===== config.mk =====
export PLATFORM = sky130hd
export DESIGN_NAME = pksw_ctrl
export DESIGN_NICKNAME = d
export VERILOG_FILES = /design/src/rtl/pksw_pkg.sv /design/src/rtl/pksw_ctrl.sv
export SDC_FILE = /design/constraint.sdc
export NUM_CORES = 1
export LEC_CHECK = 0
export ABC_AREA = 1
export BUFFER_PORTS_ARGS = -buffer_cell sky130_fd_sc_hd__buf_2
export CAP_MARGIN = 40
export CELL_PAD_IN_SITES_DETAIL_PLACEMENT = 1
export CELL_PAD_IN_SITES_GLOBAL_PLACEMENT = 2
export CORE_MARGIN = 5
export CORE_UTILIZATION = 24
export DETAILED_ROUTE_END_ITERATION = 8
export PLACE_DENSITY_LB_ADDON = 0.1
export SLEW_MARGIN = 20
export SYNTH_ARGS = -nofsm -noshare
export SYNTH_HDL_FRONTEND = slang
export SYNTH_SLANG_ARGS = --single-unit

===== constraint.sdc =====
create_clock -name clk -period 2.4 [get_ports clk]
set_input_delay 0.24 -clock clk [delete_from_list [all_inputs] [get_ports clk]]
set_output_delay 0.24 -clock clk [all_outputs]
set_load 0.05 [all_outputs]

===== src/rtl/pksw_pkg.sv =====
// ----------------------------------------------------------------------------
// pksw_pkg
// Shared types and constants of the per-key sliding-window limiter: op and
// status codes, register indexes, controller states, command and status
// bundles between controller and datapath.
// ----------------------------------------------------------------------------
package pksw_pkg;

	localparam int CFG_IDX_W  = 1;
	localparam int CFG_DATA_W = 32;
	localparam int LIMIT_W    = 5;
	localparam int WINDOW_W   = 32;
	localparam int OP_W       = 2;
	localparam int STATUS_W   = 2;

	localparam logic [CFG_IDX_W-1:0] CFG_HIT_LIMIT     = 1'b0;
	localparam logic [CFG_IDX_W-1:0] CFG_WINDOW_LENGTH = 1'b1;

	localparam logic [LIMIT_W-1:0]  HIT_LIMIT_RST = 5'd0;
	localparam logic [WINDOW_W-1:0] WINDOW_RST    = 32'd60;

	typedef enum logic [OP_W-1:0] {
		OP_ALLOW = 2'd0,
		OP_PRUNE = 2'd1,
		OP_CLEAR = 2'd2
	} op_t;

	typedef enum logic [STATUS_W-1:0] {
		ST_OK   = 2'd0,
		ST_OVER = 2'd1,
		ST_FULL = 2'd2
	} status_t;

	typedef enum logic [3:0] {
		S_IDLE,
		S_DISPATCH,
		S_SCAN,
		S_NOTFOUND,
		S_FREE,
		S_ALLOC,
		S_META,
		S_DROP_RD,
		S_DROP_CHK,
		S_JUDGE,
		S_SW_NEXT,
		S_SW_POST,
		S_DONE
	} state_t;

	typedef struct packed {
		logic    load;
		logic    cnt_clr;
		logic    cnt_inc;
		logic    tag_rd;
		logic    slot_from_scan;
		logic    slot_from_cnt;
		logic    alloc;
		logic    meta_rd;
		logic    hit_rd;
		logic    drop_one;
		logic    meta_wr;
		logic    append;
		logic    free_slot;
		logic    clear_all;
		logic    res_ld;
		status_t res_status;
	} cmd_t;

	typedef struct packed {
		op_t  op;
		logic limit_zero;
		logic match;
		logic scan_pend;
		logic cnt_end;
		logic cur_valid;
		logic full;
		logic fill_zero;
		logic expired;
		logic over_limit;
		logic out_free;
	} sts_t;

endpackage


===== src/rtl/pksw_ctrl.sv =====
// ----------------------------------------------------------------------------
// pksw_ctrl
// Controller: sequences key scan, free-slot search, ring drop, table sweep
// and result hand-off through commands to the datapath.
// ----------------------------------------------------------------------------
module pksw_ctrl (
	input  logic           clk,
	input  logic           arst_n,
	input  logic           in_valid,
	output logic           in_ready,
	input  pksw_pkg::sts_t sts,
	output pksw_pkg::cmd_t cmd
);
	import pksw_pkg::*;

	state_t  state_q, state_d;
	logic    sweep_q, sweep_d;
	logic    alloc_q, alloc_d;
	status_t code_q, code_d;

	always_ff @(posedge clk or negedge arst_n) begin
		if (!arst_n) begin
			state_q <= S_IDLE;
			sweep_q <= 1'b0;
			alloc_q <= 1'b0;
			code_q  <= ST_OK;
		end else begin
			state_q <= state_d;
			sweep_q <= sweep_d;
			alloc_q <= alloc_d;
			code_q  <= code_d;
		end
	end

	always_comb begin
		state_d        = state_q;
		sweep_d        = sweep_q;
		alloc_d        = alloc_q;
		code_d         = code_q;
		cmd            = '0;
		cmd.res_status = code_q;
		in_ready       = 1'b0;

		unique case (state_q)
			S_IDLE: begin
				in_ready = 1'b1;
				if (in_valid) begin
					cmd.load = 1'b1;
					state_d  = S_DISPATCH;
				end
			end
			S_DISPATCH: begin
				code_d  = ST_OK;
				sweep_d = 1'b0;
				alloc_d = 1'b0;
				unique case (sts.op)
					OP_ALLOW: begin
						if (sts.limit_zero) begin
							state_d = S_DONE;
						end else begin
							cmd.cnt_clr = 1'b1;
							state_d     = S_SCAN;
						end
					end
					OP_PRUNE: begin
						cmd.cnt_clr = 1'b1;
						sweep_d     = 1'b1;
						state_d     = S_SW_NEXT;
					end
					OP_CLEAR: begin
						cmd.clear_all = 1'b1;
						state_d       = S_DONE;
					end
					default: state_d = S_DONE;
				endcase
			end
			S_SCAN: begin
				if (sts.match) begin
					cmd.slot_from_scan = 1'b1;
					state_d            = S_META;
				end else if (sts.cnt_end && !sts.scan_pend) begin
					state_d = S_NOTFOUND;
				end else if (!sts.cnt_end) begin
					cmd.tag_rd  = 1'b1;
					cmd.cnt_inc = 1'b1;
				end
			end
			S_NOTFOUND: begin
				cmd.cnt_clr = 1'b1;
				if (sts.full) begin
					sweep_d = 1'b1;
					alloc_d = 1'b1;
					state_d = S_SW_NEXT;
				end else begin
					state_d = S_FREE;
				end
			end
			S_FREE: begin
				if (sts.cnt_end) begin
					code_d  = ST_FULL;
					state_d = S_DONE;
				end else if (!sts.cur_valid) begin
					cmd.slot_from_cnt = 1'b1;
					state_d           = S_ALLOC;
				end else begin
					cmd.cnt_inc = 1'b1;
				end
			end
			S_ALLOC: begin
				cmd.alloc = 1'b1;
				state_d   = S_JUDGE;
			end
			S_META: begin
				cmd.meta_rd = 1'b1;
				state_d     = S_DROP_RD;
			end
			S_DROP_RD: begin
				if (sts.fill_zero) begin
					state_d = sweep_q ? S_SW_POST : S_JUDGE;
				end else begin
					cmd.hit_rd = 1'b1;
					state_d    = S_DROP_CHK;
				end
			end
			S_DROP_CHK: begin
				if (sts.expired) begin
					cmd.drop_one = 1'b1;
					state_d      = S_DROP_RD;
				end else begin
					state_d = sweep_q ? S_SW_POST : S_JUDGE;
				end
			end
			S_JUDGE: begin
				if (sts.over_limit) begin
					cmd.meta_wr = 1'b1;
					code_d      = ST_OVER;
				end else begin
					cmd.append = 1'b1;
					code_d     = ST_OK;
				end
				state_d = S_DONE;
			end
			S_SW_NEXT: begin
				if (sts.cnt_end) begin
					sweep_d = 1'b0;
					if (!alloc_q) begin
						state_d = S_DONE;
					end else if (sts.full) begin
						code_d  = ST_FULL;
						state_d = S_DONE;
					end else begin
						cmd.cnt_clr = 1'b1;
						state_d     = S_FREE;
					end
				end else if (sts.cur_valid) begin
					cmd.slot_from_cnt = 1'b1;
					state_d           = S_META;
				end else begin
					cmd.cnt_inc = 1'b1;
				end
			end
			S_SW_POST: begin
				cmd.meta_wr   = 1'b1;
				cmd.free_slot = sts.fill_zero;
				cmd.cnt_inc   = 1'b1;
				state_d       = S_SW_NEXT;
			end
			S_DONE: begin
				if (sts.out_free) begin
					cmd.res_ld = 1'b1;
					state_d    = S_IDLE;
				end
			end
			default: state_d = S_IDLE;
		endcase
	end

endmodule


Word-level counts from Yosys, hierarchy flattened
Cells that the tools add are included.
{"block": "classes", "n_eq_ne": 24, "mux": 63, "reduce_logical": 11}
{"operator": "$mux W4", "count": 13}
{"operator": "$pmux W4 S13", "count": 1}
{"operator": "$mux W1", "count": 30}
{"operator": "$eq A4 B4 Y1 const B", "count": 5}
{"operator": "$mux W2", "count": 10}
{"operator": "$eq A4 B3 Y1 const B", "count": 4}
{"operator": "$ne A2 B2 Y1 const B", "count": 7}
{"operator": "$reduce_and A5 Y1", "count": 2}
{"operator": "$ne A3 B3 Y1 const B", "count": 3}
{"operator": "$eq A4 B2 Y1 const B", "count": 2}
{"operator": "$pmux W1 S2", "count": 4}
{"operator": "$pmux W2 S4", "count": 1}
{"operator": "$pmux W4 S2", "count": 1}
{"operator": "$pmux W1 S3", "count": 2}
{"operator": "$eq A4 B1 Y1 const B", "count": 1}
{"operator": "$logic_not A4 Y1", "count": 1}
{"operator": "$pmux W1 S4", "count": 1}
{"operator": "$reduce_bool A4 Y1", "count": 1}
{"operator": "$reduce_and A3 Y1", "count": 1}
{"operator": "$reduce_bool A3 Y1", "count": 1}
{"operator": "$eq A2 B1 Y1 const B", "count": 1}
{"operator": "$eq A2 B2 Y1 const B", "count": 1}
{"operator": "$logic_not A2 Y1", "count": 1}
{"operator": "$reduce_and A2 Y1", "count": 1}
{"operator": "3 further kinds", "count": 3}
{"block": "totals", "reg_bits": 8, "input_bits": 15, "output_inout_bits": 18, "elab_cells": 102}

Depth between registers and ports, before layout
Gate-level depths: netlist of run 1.
{"block": "logic_depth", "ltp_word": 5, "ltp_mapped": 9, "ltp_nobuf": 9}

Worst setup path after synthesis of run 1
Ideal clock, no wire load.
{"block": "synth_timing", "path_type": "flip-flop to output port", "from": "register state_q[0]", "to": "output port cmd[2] in the netlist's numbering", "t_arrival_ps": 2009, "required_ps": 2160, "slack_ps": 151, "stages_incl_launch_ff": 2, "path_buffers": 0, "path_cell_list": "dfrtp_1 nor4_1"}
{"element": "start, declared", "line_no": "pksw_ctrl.sv:16", "text": "state_t state_q, state_d;"}
{"element": "start signal, assigned", "line_no": "pksw_ctrl.sv:28", "text": "state_q <= state_d;"}
{"element": "end, declared", "line_no": "pksw_ctrl.sv:12", "text": "output pksw_pkg::cmd_t cmd"}

==> results of run 1 <==
layer usage:
layer	vias to the layer above	track usage (%)
li1	548	-
met5	-	0
met2	20	25.39
met3	4	1.478
met4	0	6.700
met1	517	19.45
worst reg2reg max path: cells and delay by family (launching register included):
family / cells / cell delay, ns
DFF: 1 / 0.48
and+or+nand+nor: 7 / 1.04
through the flow:
step	std cells	setup WS, ns
6_report	232	0.3330
5_1_grt	232	0.1769
4_1_cts	232	0.3060
3_5_place_dp	228	0.6391
3_3_place_gp	228	0.6921
2_1_floorplan	151	0.1508
final cells by class:
| type | count | area [µm²] | share of cell area [%] |
|---|---|---|---|
| Multi-Input combinational cell | 116 | 516.7 | 48.53 |
| Sequential cell | 8 | 200.2 | 18.80 |
| Timing Repair Buffer | 33 | 170.2 | 15.98 |
| Inverter | 26 | 97.59 | 9.166 |
| Tap cell | 46 | 57.56 | 5.405 |
| Clock buffer | 3 | 22.52 | 2.115 |
what timing repair did:
item                      4_1_cts  5_1_grt
hold endpoints to repair        8        0
hold buffers                    1        0
gates resized for setup         0        0
layout by cell type (no fill, tap or decap):
master,n
nor3_1,4
nor4_1,1
buf_2,32
o21ai_0,2
inv_2,6
o211ai_1,1
dlygate4sd3_1,1
a22o_1,1
nand3_1,20
o21ai_1,1
nand2_1,49
nor2_2,4
nor2_4,2
a21oi_1,1
inv_1,20
dfrtp_1,8
nand4_1,4
nor2_1,26
clkbuf_4,3
power breakdown:
group | leakage [nW] | internal (mW) | switching, mW
registers | 0.104 | 0.192 | 0.0770
clock network | 0.0138 | 0.0578 | 0.0537
logic | 0.580 | 0.231 | 0.674
total | 0.697 | 0.481 | 0.804
worst max path at each step:
stage	startpoint	end	slack [ns]
floorplan	state_q[0]$_DFFE_PN0P_	cmd[2]	0.15
global placement	state_q[2]$_DFFE_PN0P_	cmd[11]	0.69
detailed placement	state_q[2]$_DFFE_PN0P_	cmd[11]	0.64
CTS	state_q[2]$_DFFE_PN0P_	cmd[11]	0.31
global route	state_q[2]$_DFFE_PN0P_	cmd[11]	0.18
finish	state_q[2]$_DFFE_PN0P_	cmd[11]	0.33
kinds of logic (layout without fill, tap and decap cells):
group | after synthesis | in the layout | synth area share, %
simple gates | 110 | 110 | 58.63
buf+inv | 27 | 62 | 12.52
flops | 8 | 8 | 24.43
compound gates | 6 | 6 | 4.427
Yosys cell counts:
master / number / area share [%]
nor2_1: 26 / 12
a22o_1: 1 / 1.1
a21oi_1: 1 / 0.61
buf_2: 1 / 0.61
nand4_1: 4 / 3.1
nor3_1: 4 / 2.4
o21ai_1: 1 / 0.61
nor2_4: 2 / 2.7
o211ai_1: 1 / 0.92
nand3_1: 20 / 12
o21ai_0: 2 / 1.2
dfrtp_1: 8 / 24
inv_1: 20 / 9.2
nand2_1: 49 / 22
inv_2: 6 / 2.7
nor4_1: 1 / 0.76
nor2_2: 4 / 3.1
state kept, by name, indices dropped and copies added, names as in the netlist:
signal,cells
state_q,4
sweep_q,1
alloc_q,1
code_q,2
==> summary.md, run 1 <==
| Metric | Value |
|---|---|
| Drt total wl | `3153 µm` |
| CP cell instances | `inv_1 -> nor2_2 -> nand2_1 -> inv_1 -> a22o_1 -> buf_2` |
| Leakage power total | `0.6974 nW` |
| Routed wl met2 | `1496 µm` |
| Post-synthesis cell area | `819.5 µm²` |
| Drc violations | `0` |
| Setup TNS | `0 ns` |
| Placed Area | `1032 µm²` |
| Starting Density | `24.75%` |
| R2r endpoint | `state_q[2]$_DFFE_PN0P_` |
| Vias in the first global route | `1118` |
| WHS | `0.3150 ns` |
| Critical path data arrival time | `1.83 ns` |
| Die height | `68.44 µm` |
| Hold Fails Final Rpt | `0` |
| Core area | `3311 µm²` |
| RePlAce Congestion | `0.8286` |
| RR Startpoint | `state_q[2]$_DFFE_PN0P_` |
| CTS tree | `yes` |
| Slew HR | `76.51%` |
| RSZ-0062 raised after global routing | `no` |
| WL/cell | `13.59 µm` |
| Clock Skew | `0.004658 ns` |
| Fin crit share | `86.12%` |
| Crit path time final | `2.067 ns` |
| Design Area, Final | `1065 µm²` |
| Levels on crit path | `6` |
| Max clock buf depth | `2` |
| Initial antenna violation count | `0` |
| Critical path fanouts, max | `7` |
| Crit path max-delay family | `flip-flops` |
| Total CTS buffers | `3` |
| Vias/cell | `4.694` |
| WL met3 | `69 µm` |
| CP startpoint kind | `flop` |
| Share of cells above drive strength 1 | `25.27%` |
| Largest net degree at the start of global routing | `10` |
| CP peak stage delay | `0.52 ns` |
| Die X | `68.44 µm` |
| Worst Max-Slew Pin Slew | `0.3519 ns` |
| Slowest cell on the critical path | `dfrtp_1` |
| Pwr Total | `1.285 mW` |
| PwrDens | `1207 nW/µm²` |
| Ports | `33` |
| DIE AREA | `4683 µm²` |
| Syn_nets | `166` |
| First-pass GRT wire length | `5257 µm` |
| Final setup vio count | `0` |
| Element type at the critical path end | `output pin` |
| # diodes | `0` |
| FILL cells | `486` |
| Reg2Reg Depth | `7` |
| Vias | `1089` |
| CP dominant cell by count | `inv_1` |
| Pins Over Slew Limit | `0` |
| Maximum operating frequency | `483.8 MHz` |
| Hold Path Class | `in2reg` |
| Yosys cell types | `17` |
| Clk sinks | `8` |
| Status | `completed` |
| Avg Inst Size Synth | `5.427 µm²` |
| DP HPWL | `2756 µm` |
| Clock Latency Late Sink | `0.26 ns` |
| Grt ovf | `0` |
| Hold Crit Depth | `3` |
| DRT antenna net count | `0` |
| Area Growth Syn to Fin | `29.92%` |
| Post-CTS setup repair buffer count | `0` |
| Worst-path clk slew | `0.06 ns` |
| Port Buffers | `32` |
| Cells after Synth | `151` |
| Worst Hold Launch | `sts[1]` |
| Ys Warns | `0` |
| Routed length on met1 | `1536 µm` |
| Req. time, crit path | `2.16 ns` |
| VDD IR max | `207.3 µV` |
| Kind of critical path | `reg2out` |
| Max Cap Viol | `0` |
| R2r setup slk | `0.81 ns` |
| Synth Register Bits | `8` |
| GRT Overall Usage | `15.16%` |
| WP buf/inv | `3` |
| Top sig layer | `met4` |
| Root Driver | `clkbuf_4` |
| Final core occ | `32.16%` |
| Layout Nets | `203` |
| Sequential area share after synthesis | `24.43%` |
| Number of cell rows | `21` |
| H-tree depth | `1` |
| DRT iter0 DRCs | `28` |
| DR pass1 iterations | `3` |
| Hold Path Sink | `code_q[0]$_DFFE_PN0P_` |
Note: power is estimated with default switching activity, not from simulation.
==> inputs of run 2 (changes only) <==
- CORE_UTILIZATION: 24 -> 25
- CTS_BUF_LIST: default -> sky130_fd_sc_hd__clkbuf_4 sky130_fd_sc_hd__clkbuf_8
- PLACE_DENSITY: default -> 0.87
- PLACE_DENSITY_LB_ADDON: 0.1 -> default
==> run 2 against run 1 <==
Sequential power about the same. Flip-flop and latch count is the same. Utilization increased by 2.1 points. Total power is 0.52% lower. Hold slack got worse by 0.038 ns. Maximum frequency up 4.2%. Register-to-register slack gained 0.05 ns. Sequential share of layout area is essentially flat. Clock power about the same. Critical path depth down 1. Clock-buffer cell count is the same. Critical path type unchanged.
==> summary.md, run 2 (synthesis results as in run 1) <==
| Metric | Value |
|---|---|
| RSZ-0062 raised after global routing | `no` |
| CP peak stage delay | `0.50 ns` |
| Slowest cell on the critical path | `dfrtp_1` |
| CTS tree | `yes` |
| Req. time, crit path | `2.16 ns` |
| WL/cell | `13.35 µm` |
| Status | `completed` |
| DR pass1 iterations | `4` |
| Vias/cell | `4.700` |
| Setup ws final | `0.4158 ns` |
| Maximum operating frequency | `504.0 MHz` |
| Critical path fanouts, max | `6` |
| Placed Area | `1030 µm²` |
| Clk sinks | `8` |
| Hold Path Class | `in2reg` |
| Ports | `33` |
| # diodes | `0` |
| WHS | `0.2771 ns` |
| First-pass GRT wire length | `5264 µm` |
| PwrDens | `1204 nW/µm²` |
| CP startpoint kind | `flop` |
| Critical path origin | `state_q[0]$_DFFE_PN0P_` |
| VDD IR max | `378.8 µV` |
| Worst Hold Launch | `sts[1]` |
| Clock Skew | `0.005063 ns` |
| Final setup vio count | `0` |
| Max Cap Viol | `0` |
| DRT antenna net count | `0` |
| Die height | `67.26 µm` |
| Die X | `67.26 µm` |
| Layout Nets | `203` |
| Post-CTS Resized | `0` |
| Share of cells above drive strength 1 | `25.27%` |
| Core area | `3103 µm²` |
| Hold-fix buffers, CTS | `1` |
| Initial antenna violation count | `0` |
| RePlAce Congestion | `0.8282` |
| Setup slack after placement | `0.6992 ns` |
| Crit path time final | `1.984 ns` |
| Drt total wl | `3071 µm` |
| Largest Register | `state_q` |
| Clock Latency Late Sink | `0.27 ns` |
| Grt ovf | `0` |
| DP HPWL | `2668 µm` |
| Fin crit share | `82.68%` |
| Total CTS buffers | `3` |
| Leakage power total | `0.6974 nW` |
| Slew HR | `76.34%` |
| Post-CTS setup repair buffer count | `0` |
| Vias | `1081` |
| Largest net degree at the start of global routing | `10` |
| Critical path data arrival time | `1.74 ns` |
| RR Startpoint | `state_q[2]$_DFFE_PN0P_` |
| DRT iter0 DRCs | `16` |
| Max reg flops | `4` |
| Pins Over Slew Limit | `0` |
| Largest registers | `state_q: 4 flops, code_q: 2 flops` |
| Starting Density | `26.41%` |
| Max clock buf depth | `2` |
| Design Area, Final | `1062 µm²` |
| GRT Overall Usage | `15.11%` |
| Hold Fails Final Rpt | `0` |
| Area Growth Syn to Fin | `29.62%` |
| Most frequent cells in the layout | `nand2_1 (49), buf_2 (32), nor2_1 (26), inv_1 (20), nand3_1 (20)` |
| Setup TNS | `0 ns` |
| Drc violations | `0` |
| Worst Max-Slew Pin Slew | `0.3545 ns` |
| DIE AREA | `4523 µm²` |
| Worst-path clk slew | `0.06 ns` |
| Number of cell rows | `20` |
| Element type at the critical path end | `output pin` |
| H-tree depth | `1` |
| Vias in the first global route | `1179` |
| Root Driver | `clkbuf_4` |
| Commonest non-fill, non-tap cell in the layout | `nand2_1` |
| CP cell instances | `inv_2 -> nor2_1 -> nand2_1 -> nor3_1 -> buf_2` |
| Port Buffers | `32` |
| Kind of critical path | `reg2out` |
## run 2: cell counts in the layout (fill, tap and decap cells not counted)
Identical to the previous run, type by type.
## run 2: report_power, final
group	total [mW]	switching, mW	internal (mW)
registers	0.270	0.0779	0.192
clock network	0.112	0.0544	0.0578
logic	0.896	0.665	0.231
## run 2: metrics by stage
stage / power, mW / util (%) / std cells
after detailed placement: 1.171 / 33.19 / 226
after global routing: 1.395 / 34.23 / 230
final: 1.279 / 34.23 / 230
after floorplan: 0.9392 / - / 151
after global placement: 1.159 / 33.19 / 226
after CTS: 1.288 / 34.23 / 230
## run 2: routing by layer
metal / global-route usage, % / up-vias / part of all wire (%)
li1: - / 546 / -
met1: 18.18 / 503 / 44
met2: 26.75 / 26 / 50
met3: 3.827 / 6 / 5.1
met4: 3.544 / 0 / 1.1
met5: 0 / - / 0
## run 2: layout make-up
class | instances | area, µm²
fill | 460 | 2041
multi-input combinational | 116 | 516.7
sequential | 8 | 200.2
timing repair buffer | 33 | 170.2
inverter | 26 | 97.59
tap | 44 | 55.05
clock buffer | 3 | 22.52
## run 2: final timing paths
check                           cells past startpoint  slack (ns)                endpoint
worst max-delay path                                5        0.42                  cmd[3]
max in group asynchronous                           2        1.85  state_q[2]$_DFFE_PN0P_
min in group asynchronous                           2        0.36     sweep_q$_DFFE_PN0P_
worst max register to register                      7        0.86  state_q[2]$_DFFE_PN0P_
worst min-delay path                                3        0.28   code_q[0]$_DFFE_PN0P_
worst min register to register                      2        0.47   code_q[1]$_DFFE_PN0P_
## run 2: worst max-delay path, delay by kind of cell (launching register included)
family,cells,cell delay (ns)
buffers and inverters,2,0.38
AND/OR/NAND/NOR,3,0.60
flip-flops,1,0.50
==> inputs of run 3 (changes only) <==
- ABC_AREA: 1 -> 0
- PLACE_DENSITY: 0.87 -> 0.77
- clock period: 2.4 -> 1.8 ns (I/O delays scaled with it)
==> run 3 against run 2 <==
Critical path depth did not move. Synthesized cell count fell by 22%. Flip-flop and latch count unchanged. Register-to-register slack worse by 0.71 ns. Setup slack lost 0.36 ns. Sequential power rose by 47%. Clock skew shrank 0.0045 ns. Utilization increased by 3.6 points. Final cell count decreased by 7.8%. Via count increased by 1.9%.
==> summary.md, run 3 <==
| Metric | Value |
|---|---|
| Status | `completed` |
| Area Growth Syn to Fin | `49.25%` |
| Main synth FF type | `dfrtp_1` |
| WL/cell | `16.23 µm` |
| DP HPWL | `2800 µm` |
| Ys Warns | `0` |
| Net Switching | `1.311 mW` |
| Drt total wl | `3440 µm` |
| Number of flops mapped to enable cells by yosys | `0` |
| Port Buffers | `32` |
| Ports | `33` |
| Cells after Synth | `118` |
| Sequential share of power | `15.9%` |
| Initial antenna violation count | `0` |
| Root Driver | `clkbuf_8` |
| Max Cap Viol | `0` |
| Sw Share | `52.67%` |
| Clk sinks | `8` |
| Commonest non-fill, non-tap cell in the layout | `buf_2` |
| Met2 track demand over resource | `25.16%` |
| Most common cell in the netlist | `nor2_1` |
| Share of the synthesized area in the top cell type | `21.89%` |
| Area leader, netlist | `dfrtp_1` |
| Largest registers | `state_q: 4 flops, code_q: 2 flops` |
| Die height | `70.49 µm` |
| # diodes | `0` |
| Total CTS buffers | `3` |
| DRT antenna net count | `0` |
| DR pass1 iterations | `4` |
| Largest Register | `state_q` |
| Vias | `1101` |
| Sequential area share after synthesis | `21.89%` |
| Top cells by count, synth | `nor2_1 (15), nor3_1 (11), dfrtp_1 (8)` |
| Hold Path Class | `in2reg` |
| R2r setup slk | `0.15 ns` |
| Synth area leaders | `dfrtp_1 (22%), nor2_1 (6.2%), nor3_1 (6.0%)` |
| Comb pwr share | `75.6%` |
| DIE AREA | `4968 µm²` |
| Non-Filler Instances | `212` |
| Req. time, crit path | `1.62 ns` |
| WHS | `0.2507 ns` |
| DRT iter0 DRCs | `35` |
| Max reg flops | `4` |
| Vias in the first global route | `1186` |
| H-tree depth | `1` |
| Clock power frac | `8.5%` |
| Layout Nets | `181` |
| Critical path data arrival time | `1.57 ns` |
| Die X | `70.49 µm` |
| CP startpoint kind | `flop` |
| Crit path time final | `1.748 ns` |
| Synth Register Bits | `8` |
| RR Startpoint | `state_q[2]$_DFFE_PN0P_` |
| Syn_nets | `133` |
| Vias/cell | `5.193` |
| Grt ovf | `0` |
| Worst Hold Launch | `sts[1]` |
| Number of cell rows | `22` |
| Hold Fails Final Rpt | `0` |
| Clock Latency Late Sink | `0.23 ns` |
| Slew HR | `78.76%` |
| Most Crowded Layer GR | `met2` |
| First-pass GRT wire length | `5796 µm` |
| Element type at the critical path end | `output pin` |
| Setup slack after placement | `0.1110 ns` |
| Leakage power total | `0.6054 nW` |
| RePlAce Congestion | `0.8254` |
| Post-synthesis cell area | `914.6 µm²` |
| Worst Max-Slew Pin Slew | `0.3144 ns` |
| Maximum operating frequency | `572.2 MHz` |
| PwrDens | `1824 nW/µm²` |
| Drc violations | `0` |
| Reg2Reg Depth | `5` |
| R2r endpoint | `state_q[2]$_DFFE_PN0P_` |
| Max clock buf depth | `2` |
| Fin crit share | `97.09%` |
| Hold Path Sink | `code_q[0]$_DFFE_PN0P_` |
| Kind of critical path | `reg2out` |
| Pins Over Slew Limit | `0` |
| Yosys cell types | `45` |
| Final setup vio count | `0` |
| GR Util met3 | `3.885%` |
| CTS tree | `yes` |
| Largest net degree at the start of global routing | `17` |
| Internal Power | `1.178 mW` |
| Share of cells above drive strength 1 | `46.95%` |
| Critical path fanouts, max | `5` |
| Most frequent cells in the layout | `buf_2 (25), buf_4 (21), nor2_1 (14)` |
| Worst-path clk slew | `0.04 ns` |
| Setup ws final | `0.05232 ns` |
| GRT Overall Usage | `14.38%` |
| RSZ-0062 raised after global routing | `yes` |
| FILL cells | `458` |
| Starting Density | `25.36%` |
| Core area | `3606 µm²` |
| Placed cell count | `207` |
| GR met1 Demand/Resource | `17.90%` |
| VDD IR max | `694.4 µV` |
| Clock Skew | `0.0005479 ns` |
| Pwr Total | `2.489 mW` |
| Final core occ | `37.86%` |
| Async SR Flop Fraction | `100.0%` |
| Hold Crit Depth | `3` |
| Avg Inst Size Synth | `7.751 µm²` |
[run 3: layout make-up]
type                    instances  area [µm²]  share of cell area [%]
repair buffers                 52       341.6                   25.02
flip-flops and latches          8       202.7                   14.85
well taps                      48       60.06                   4.400
inverters                       4       15.01                   1.100
clock buffers                   3       41.29                   3.025
multi-input cells              97       704.4                   51.60
[run 3: how the worst max path moves through the flow]
| stage | from | endpoint | slack [ns] | cells after the start |
|---|---|---|---|---|
| 2_1_floorplan | state_q[2]$_DFFE_PN0P_ | cmd[14] | -0.26 | 5 |
| 3_3_place_gp | state_q[2]$_DFFE_PN0P_ | cmd[11] | 0.17 | 5 |
| 3_5_place_dp | state_q[2]$_DFFE_PN0P_ | cmd[11] | 0.11 | 5 |
| 4_1_cts | state_q[3]$_DFFE_PN0P_ | cmd[11] | 0.006 | 5 |
| 5_1_grt | state_q[3]$_DFFE_PN0P_ | cmd[11] | -0.04 | 5 |
| 6_report | state_q[1]$_DFFE_PN0P_ | cmd[8] | 0.05 | 5 |
[run 3: per-stage QoR]
step | area (µm²) | TNS, ns
detailed placement | 1261 | 0
finish | 1365 | 0
CTS | 1328 | 0
global route | 1365 | -0.08875
floorplan | 970.9 | -0.3363
global placement | 1261 | 0
[run 3: metal layers]
metal | wire, µm | part of all wire, %
met5 | 0 | 0
met4 | 12 | 0.35
met3 | 176 | 5.1
met2 | 1734 | 50
met1 | 1516 | 44
[run 3: cell families (layout without fill, tap and decap cells)]
family	after synthesis	in the layout	share of synthesized area [%]
AOI/OAI and AO/OA	35	35	28.18
buffers and inverters	13	59	8.754
DFF	8	8	21.89
muxes	1	1	1.641
and+or+nand+nor	61	61	39.54
[run 3: critical path: stages (launching register included)]
cell,delay (ns)
dfrtp_1,0.41
buf_4,0.17
inv_2,0.05
buf_4,0.14
nor4_2,0.32
buf_4,0.25
[run 3: power by group through the flow]
stage	registers [mW]	logic [mW]	clock network, mW
after floorplan	0.417	1.26	0
after global placement	0.395	1.78	0
after detailed placement	0.408	1.81	0
after CTS	0.412	1.83	0.216
after global routing	0.413	2.04	0.226
final	0.396	1.88	0.213
[run 3: timing repair]
item | in CTS | in global routing
setup buffers | 0 | 1
endpoints found under the setup margin | 6 | 6
gates resized for setup | 7 | 8
hold endpoints to repair | 8 | 0
hold buffers | 1 | 0
